`src/sv/gcd_pkg.sv`:
```
// Shared types, fixed-point widths and constant tables for the great-circle distance pipeline.
// Self-contained; every other module of the block imports this package.
package gcd_pkg;

    localparam int ANGLE_FRAC_BITS    = 30;
    localparam int CORDIC_STAGES_DFLT = 32;

    // Lanes of the angle front end and of the rotation CORDIC bank.
    localparam int LANES     = 4;
    localparam int LANE_DLAT = 0;
    localparam int LANE_DLON = 1;
    localparam int LANE_LAT1 = 2;
    localparam int LANE_LAT2 = 3;

    localparam int UNIT_W  = 31;                       // angle magnitude, 1e-7 degree
    localparam int ZW      = ANGLE_FRAC_BITS + 4;      // signed angle accumulator
    localparam int XYW     = ANGLE_FRAC_BITS + 4;      // signed CORDIC vector
    localparam int MAGW    = ANGLE_FRAC_BITS + 2;      // unsigned sine/cosine magnitude
    localparam int RADW    = 2 * ANGLE_FRAC_BITS + 1;  // haversine term, Q(2F)
    localparam int ROOTW   = ANGLE_FRAC_BITS + 1;      // square root, QF
    localparam int TAB_SHIFT = 62 - ANGLE_FRAC_BITS;

    typedef logic signed [ZW-1:0]   t_angle;
    typedef logic signed [XYW-1:0]  t_xy;
    typedef logic        [MAGW-1:0] t_mag;
    typedef logic        [RADW-1:0] t_rad;
    typedef logic        [ROOTW-1:0] t_root;
    typedef logic        [UNIT_W-1:0] t_units;

    localparam logic [63:0]  PI_Q62   = 64'hC90FDAA22168C235;
    localparam logic [63:0]  GAIN_Q62 = 64'd2800459870029452954;

    // Radians per 1e-7 degree in Q92, rounded to nearest.
    localparam logic [127:0] RAD_WIDE =
        ((128'(PI_Q62) << 30) + 128'd900000000) / 128'd1800000000;
    localparam logic [63:0]  RAD_PER_UNIT = RAD_WIDE[63:0];

    localparam logic [63:0]  GAIN_QF =
        (GAIN_Q62 + (64'd1 << (TAB_SHIFT - 1))) >> TAB_SHIFT;
    localparam t_xy          GAIN_XY = $signed(GAIN_QF[XYW-1:0]);

    // floor(2^e / d) by long division, used only at elaboration.
    function automatic logic [63:0] pow2_div(input int e, input logic [63:0] d);
        logic [63:0] rem;
        logic [63:0] quo;
        rem = '0;
        quo = '0;
        for (int b = 63; b >= 0; b--) begin
            rem = {rem[62:0], (b == e)};
            if (rem >= d) begin
                rem    = rem - d;
                quo[b] = 1'b1;
            end
        end
        return quo;
    endfunction

    // atan(2^-i) in Q(ANGLE_FRAC_BITS), from the Q62 alternating series.
    function automatic t_angle atan_q(input int i);
        logic [63:0] acc;
        logic [63:0] term;
        int          e;
        acc = '0;
        if (i == 0) begin
            acc = (PI_Q62 + 64'd2) >> 2;
        end else begin
            for (int k = 0; k < 64; k++) begin
                e = 62 - i * (2 * k + 1);
                if (e >= 0) begin
                    term = pow2_div(e, 64'(2 * k + 1));
                    if (k[0]) begin
                        acc = acc - term;
                    end else begin
                        acc = acc + term;
                    end
                end
            end
        end
        acc = (acc + (64'd1 << (TAB_SHIFT - 1))) >> TAB_SHIFT;
        return $signed(acc[ZW-1:0]);
    endfunction

endpackage

```
`src/sv/gcd_sqrt.sv`:
```
// Pipelined integer square root, one result bit per register stage, floor rounding.
// Depends on gcd_pkg for the radicand and root widths.
module gcd_sqrt (
    input  logic           i_clk,
    input  logic           i_rst_n,
    input  logic           i_valid,
    input  gcd_pkg::t_rad  i_rad,
    output logic           o_valid,
    output gcd_pkg::t_root o_root
);
    import gcd_pkg::*;

    localparam int TW = RADW + 2;

    t_rad  r_d [ROOTW];
    t_root r_r [ROOTW];
    logic [ROOTW-1:0] r_v;

    for (genvar g = 0; g < ROOTW; g++) begin : g_bit
        localparam int B = ROOTW - 1 - g;
        t_rad          d_in, n_d;
        t_root         r_in, n_r;
        logic          v_in;
        logic [TW-1:0] trial;

        if (g == 0) begin : g_head
            assign d_in = i_rad;
            assign r_in = '0;
            assign v_in = i_valid;
        end else begin : g_link
            assign d_in = r_d[g-1];
            assign r_in = r_r[g-1];
            assign v_in = r_v[g-1];
        end

        // d holds rad - root^2; setting bit B costs 2*root*2^B + 2^(2B).
        always_comb begin
            trial = (TW'(r_in) << (B + 1)) + (TW'(1) << (2 * B));
            n_d   = d_in;
            n_r   = r_in;
            if (TW'(d_in) >= trial) begin
                n_d    = d_in - trial[RADW-1:0];
                n_r[B] = 1'b1;
            end
        end

        always_ff @(posedge i_clk) begin
            r_d[g] <= n_d;
            r_r[g] <= n_r;
            if (!i_rst_n) begin
                r_v[g] <= 1'b0;
            end else begin
                r_v[g] <= v_in;
            end
        end
    end

    assign o_valid = r_v[ROOTW-1];
    assign o_root  = r_r[ROOTW-1];

endmodule

```
`config.mk`:
```
export PLATFORM = sky130hd
export DESIGN_NAME = gcd_sqrt
export DESIGN_NICKNAME = d
export VERILOG_FILES = /design/src/sv/gcd_pkg.sv /design/src/sv/gcd_sqrt.sv
export SDC_FILE = /design/constraint.sdc
export NUM_CORES = 2
export LEC_CHECK = 0
export ABC_AREA = 0
export BUFFER_PORTS_ARGS = -buffer_cell sky130_fd_sc_hd__buf_2
export CORE_ASPECT_RATIO = 0.7
export CORE_MARGIN = 8
export CORE_UTILIZATION = 45
export CTS_BUF_LIST = sky130_fd_sc_hd__clkbuf_8
export CTS_CLUSTER_DIAMETER = 30
export CTS_CLUSTER_SIZE = 20
export DETAILED_ROUTE_END_ITERATION = 6
export MAX_ROUTING_LAYER = met4
export SLEW_MARGIN = 20
export SYNTH_ARGS = -nofsm -noshare
export SYNTH_HDL_FRONTEND = slang
export SYNTH_SLANG_ARGS = --single-unit
```
`constraint.sdc`:
```
create_clock -name i_clk -period 9.6 [get_ports i_clk]
set_input_delay 2.4 -clock i_clk [delete_from_list [all_inputs] [get_ports i_clk]]
set_output_delay 2.4 -clock i_clk [all_outputs]
set_load 0.01 [all_outputs]
```
Word-level counts from Yosys, hierarchy flattened

Memory sizes are Yosys's and may differ from the RTL's.
Cells that the tools add are included.

Bits in registers: 31
Logic and storage cells: 187
Output and inout bits: 32
RAM bits: 2852
Memories: 2

Memories:

| memory | words | bits a word | rd ports | clocked after Yosys merged registers in | write ports | line           | text |
|---|---|---|---|---|---|---|---|
| r_d    | 31    | 61          | 30       | 0                                       | 31          | gcd_sqrt.sv:15 | `t_rad r_d [ROOTW];` |
| r_r    | 31    | 31          | 31       | 0                                       | 31          | gcd_sqrt.sv:16 | `t_root r_r [ROOTW];` |

$add $sub $neg: 61
$lt $le $gt $ge: 31
Multiplexer cells: 62

Operators with widths:

| kind                   | count |
|---|---|
| $mux 61                | 31 |
| $sub 61x61->61         | 2 |
| $add 61x59->62 const B | 1 |
| $ge 61x62->1           | 1 |
| $add 60x57->61 const B | 1 |
| $ge 61x33->1           | 1 |
| $ge 61x34->1           | 1 |
| $ge 61x35->1           | 1 |
| $ge 61x36->1           | 1 |
| $ge 61x37->1           | 1 |
| $ge 61x38->1           | 1 |
| $ge 61x39->1           | 1 |
| $ge 61x40->1           | 1 |
| $ge 61x41->1           | 1 |
| $ge 61x42->1           | 1 |
| $ge 61x43->1           | 1 |
| $ge 61x44->1           | 1 |
| $ge 61x45->1           | 1 |
| $ge 61x46->1           | 1 |
| $ge 61x47->1           | 1 |
| $ge 61x48->1           | 1 |
| $ge 61x49->1           | 1 |
| $ge 61x50->1           | 1 |
| $ge 61x51->1           | 1 |
| other kinds (69)       | 99 |

Longest topological paths before layout

An unclocked memory read counts as a cell.

Depth after elaboration: 4
Depth in mapped cells: 15
Gate-level depth less buffers: 14

Worst setup path after synthesis

OpenSTA, ideal clock, no wires.

Kind: register -> register
Start: memory r_r[1][366] in the netlist's numbering
End: memory r_d[7][59] in the netlist's numbering
Data arrival time: 3.255 ns
Stages on the path, launching flop included: 15
Setup slack: 6.227 ns
Setup time: 0.118 ns
Path buffers: 2
Cells stage by stage: dfxtp_1 -> inv_1 -> ha_1 -> clkbuf_1 -> nand4_1 -> or4b_2 -> nor4_1 -> nand2_1 -> o41ai_1 -> a41oi_1 -> or3_1 -> clkbuf_1 -> nor2_1 -> nand3_1 -> xnor2_1

RTL lines:

| element            | line |
|---|---|
| start: declaration | gcd_sqrt.sv:16 |
| end: declaration   | gcd_sqrt.sv:15 |

==> flow_summary.yaml <==
status:
  status: "complete, no violations"
worst_setup_path:
  crit_required_ns: 10.47
  endpoint_kind: "register"
  critPathKind: "register to register"
  arrival_ns: 6.20
  worst-path-max-fanout: 65
  startpoint_type: "register"
global_route:
  antenna_found_initial: 11
  grt_max_degree: 66
  grt.total_usage_pct: 23.1
  first_global_vias: 59800
  grt-ovfl-total: 0
  grt_pass1_wl_mm: 367
finish:
  layout_common_cells: "dfxtp_1, inv_1, nor2_1"
  synthToLayoutAreaGrowth_pct: 14.1
  drive_gt1_share_pct: 10.3
  instances_no_fill: 12000
  final_common_cell: "dfxtp_1"
  layout.nets: 9646
detailed_routing:
  wl_met2_mm: 80.5
  drt-total-wl_mm: 242
  num_vias: 63300
  wl_per_cell_um: 20.2
  wl_met1_mm: 133
  antenna_left: 0
  post_drt_via_cell_ratio: 5.29
  top_layer_used: "met4"
  drt_first_pass_iters: 6
  wl_met3_mm: 24.1
  drt_iter0_markers: 6116
  drc: 0
sta:
  finalCriticalPeriod_ns: 5.34
  slew_viol_final: 0
  setup_tns_ns: 0
  rsz0062_at_grt: "false"
  max_slew_margin_pct: 18.3
  max_slew.worst_pin.slew_ns: 1.21
  fin_crit_sh_pct: 55.6
  fmax_mhz: 187
  setup_viol: 0
  skew_ns: 0.0895
  hold_viol_final: 0
power_and_ir_drop:
  pwr-share-clk_pct: 31.2
  power_uw: 31500
  max-vdd-ir-drop_mv: 0.151
  power_density_nw_per_um2: 316
  sequentialPowerShare_pct: 44.2
  combinationalPowerShare_pct: 24.6
  p_leak_uw: 0.0455
  power_switching_uw: 11100
  power.internal_uw: 20500
  switching_share_pct: 35.2
synth:
  synth_ff_type: "dfxtp_1"
  synth_area_leaders: "dfxtp_1, ha_1, xnor2_1"
  synth_top_area_cell: "dfxtp_1"
  avgSynthCellArea_um2: 10.0
  synth-async-reset-ratio_pct: 0
  synth_seq_cells: 2357
  ys_types: 96
  syn_area_um2: 87600
  synth_edf_count: 0
  yosys_warnings: 0
  yosysTopAreaCellShare_pct: 53.9
  synth_cells: 8723
  syn_nets: 9311
  synth-seq-area-share_pct: 53.9
die:
  die_w_um: 543
  io_pins: 96
  start_util_pct: 45.3
  design.die.area_um2: 209000
  std_cell_rows: 135
  die_y_um: 385
  coreArea_um2: 193000
cts:
  htreeDepth: 5
  path_clk_slew_ns: 0.09
  cts_buffers: 366
  post_cts_buffers: 0
  clock_latency_ns: 0.97
  cts_sinks: 2357
  ctsResizeCount: 0
  cts-root-buf: "clkbuf_8"
  cts_tree: "done"
  cts_max_path_buffers: 4
  hold_buffers: 0
place:
  dp_cells: 11300
  hpwlAfterDp_mm: 191
  place.gp.congestion: 0.949
  port_buffers: 95
worst_hold_path:
  hp-class: "register to register"
flow_run:
  maxCapViolations: 0
[metrics by stage]
step,util (%),hold WS [ns],cell area (um^2),setup slack [ns]
final,51.7,0.323,100000,4.26
after global placement,47.1,0.331,91000,4.20
after floorplan,-,0.322,87600,6.23
after CTS,51.7,0.327,99900,4.78
after global routing,51.7,0.319,99900,4.17
after detailed placement,47.1,0.334,91100,4.78
[logic make-up after synthesis]
logic type / count (synthesis) / synth area share [%]
and+or+nand+nor: 2554 / 15.0
DFF: 2357 / 53.9
AOI/OAI and AO/OA: 1587 / 11.0
buffers and inverters: 815 / 3.52
xor gates and xnor gates: 795 / 7.95
adders and majority gates: 524 / 7.49
muxes: 90 / 1.14
other: 1 / 0.00428
[synth_stat cells (85+ instances only)]
| master | n |
|---|---|
| nand2b_1 | 111 |
| nand3_1 | 117 |
| xor2_1 | 378 |
| o21ai_0 | 399 |
| xnor2_1 | 417 |
| nor2_1 | 602 |
| or3_1 | 88 |
| dfxtp_1 | 2357 |
| a21o_1 | 192 |
| ha_1 | 523 |
| nor3_1 | 260 |
| nand2_1 | 532 |
| clkbuf_1 | 141 |
| nor4_1 | 311 |
| nand4_1 | 141 |
| a21oi_1 | 563 |
| inv_1 | 649 |
| o21a_1 | 85 |
[worst max-delay path, stage by stage (launching register included)]
cell and delay, ns:
dfxtp_1 0.34, nor4_2 0.88, nand3b_1 0.31, nor3_1 0.52
nand2_1 0.09, nor4_1 0.69, o41ai_1 0.26, a41oi_4 0.22
buf_4 0.56, inv_1 0.51, o211ai_1 0.37, nor2_1 0.20
nand3_1 0.15, xnor2_1 0.12
[path summary, 6_finish.rpt]
check	startpoint	endpoint	slack [ns]	cells after the start
worst min-delay path	r_d[0][32]	r_d[0][93]	0.32	0
worst max register to register	r_d[6][239]	r_d[7][56]	4.26	13
worst min register to register	r_d[0][32]	r_d[0][93]	0.32	0
worst max-delay path	r_d[6][239]	r_d[7][56]	4.26	13
[power groups by stage]
stage | clock (uW) | combinational, uW | sequential, uW
final | 9860 | 7750 | 13900
after global routing | 10600 | 8520 | 14200
after CTS | 10100 | 7590 | 13900
after detailed placement | 0 | 7510 | 14100
after global placement | 0 | 7470 | 14100
after floorplan | 0 | 5630 | 13200
[area by class of cell]
| cell class | count | area, um^2 |
|---|---|---|
| clock buffer | 396 | 5450 |
| inverter | 651 | 2450 |
| clock inverter | 276 | 3370 |
| antenna | 6 | 15.0 |
| timing repair buffer | 131 | 747 |
| tap | 2603 | 3260 |
| multi-input combinational | 5551 | 37500 |
| fill | 17400 | 93400 |
| sequential | 2357 | 47200 |
[sequential cells by signal, indices dropped and copies added (netlist names)]
register,flops
o_valid,1
g_bit.v_in,30
r_r,496
r_d,1830
[metal layers]
| metal | global-route usage (%) | up-vias |
|---|---|---|
| met5 | - | - |
| met4 | 4.80 | 0 |
| met3 | 6.49 | 348 |
| met2 | 26.3 | 2176 |
| met1 | 38.1 | 29800 |
| li1 | - | 31000 |
(Power assumes the default switching activity.)
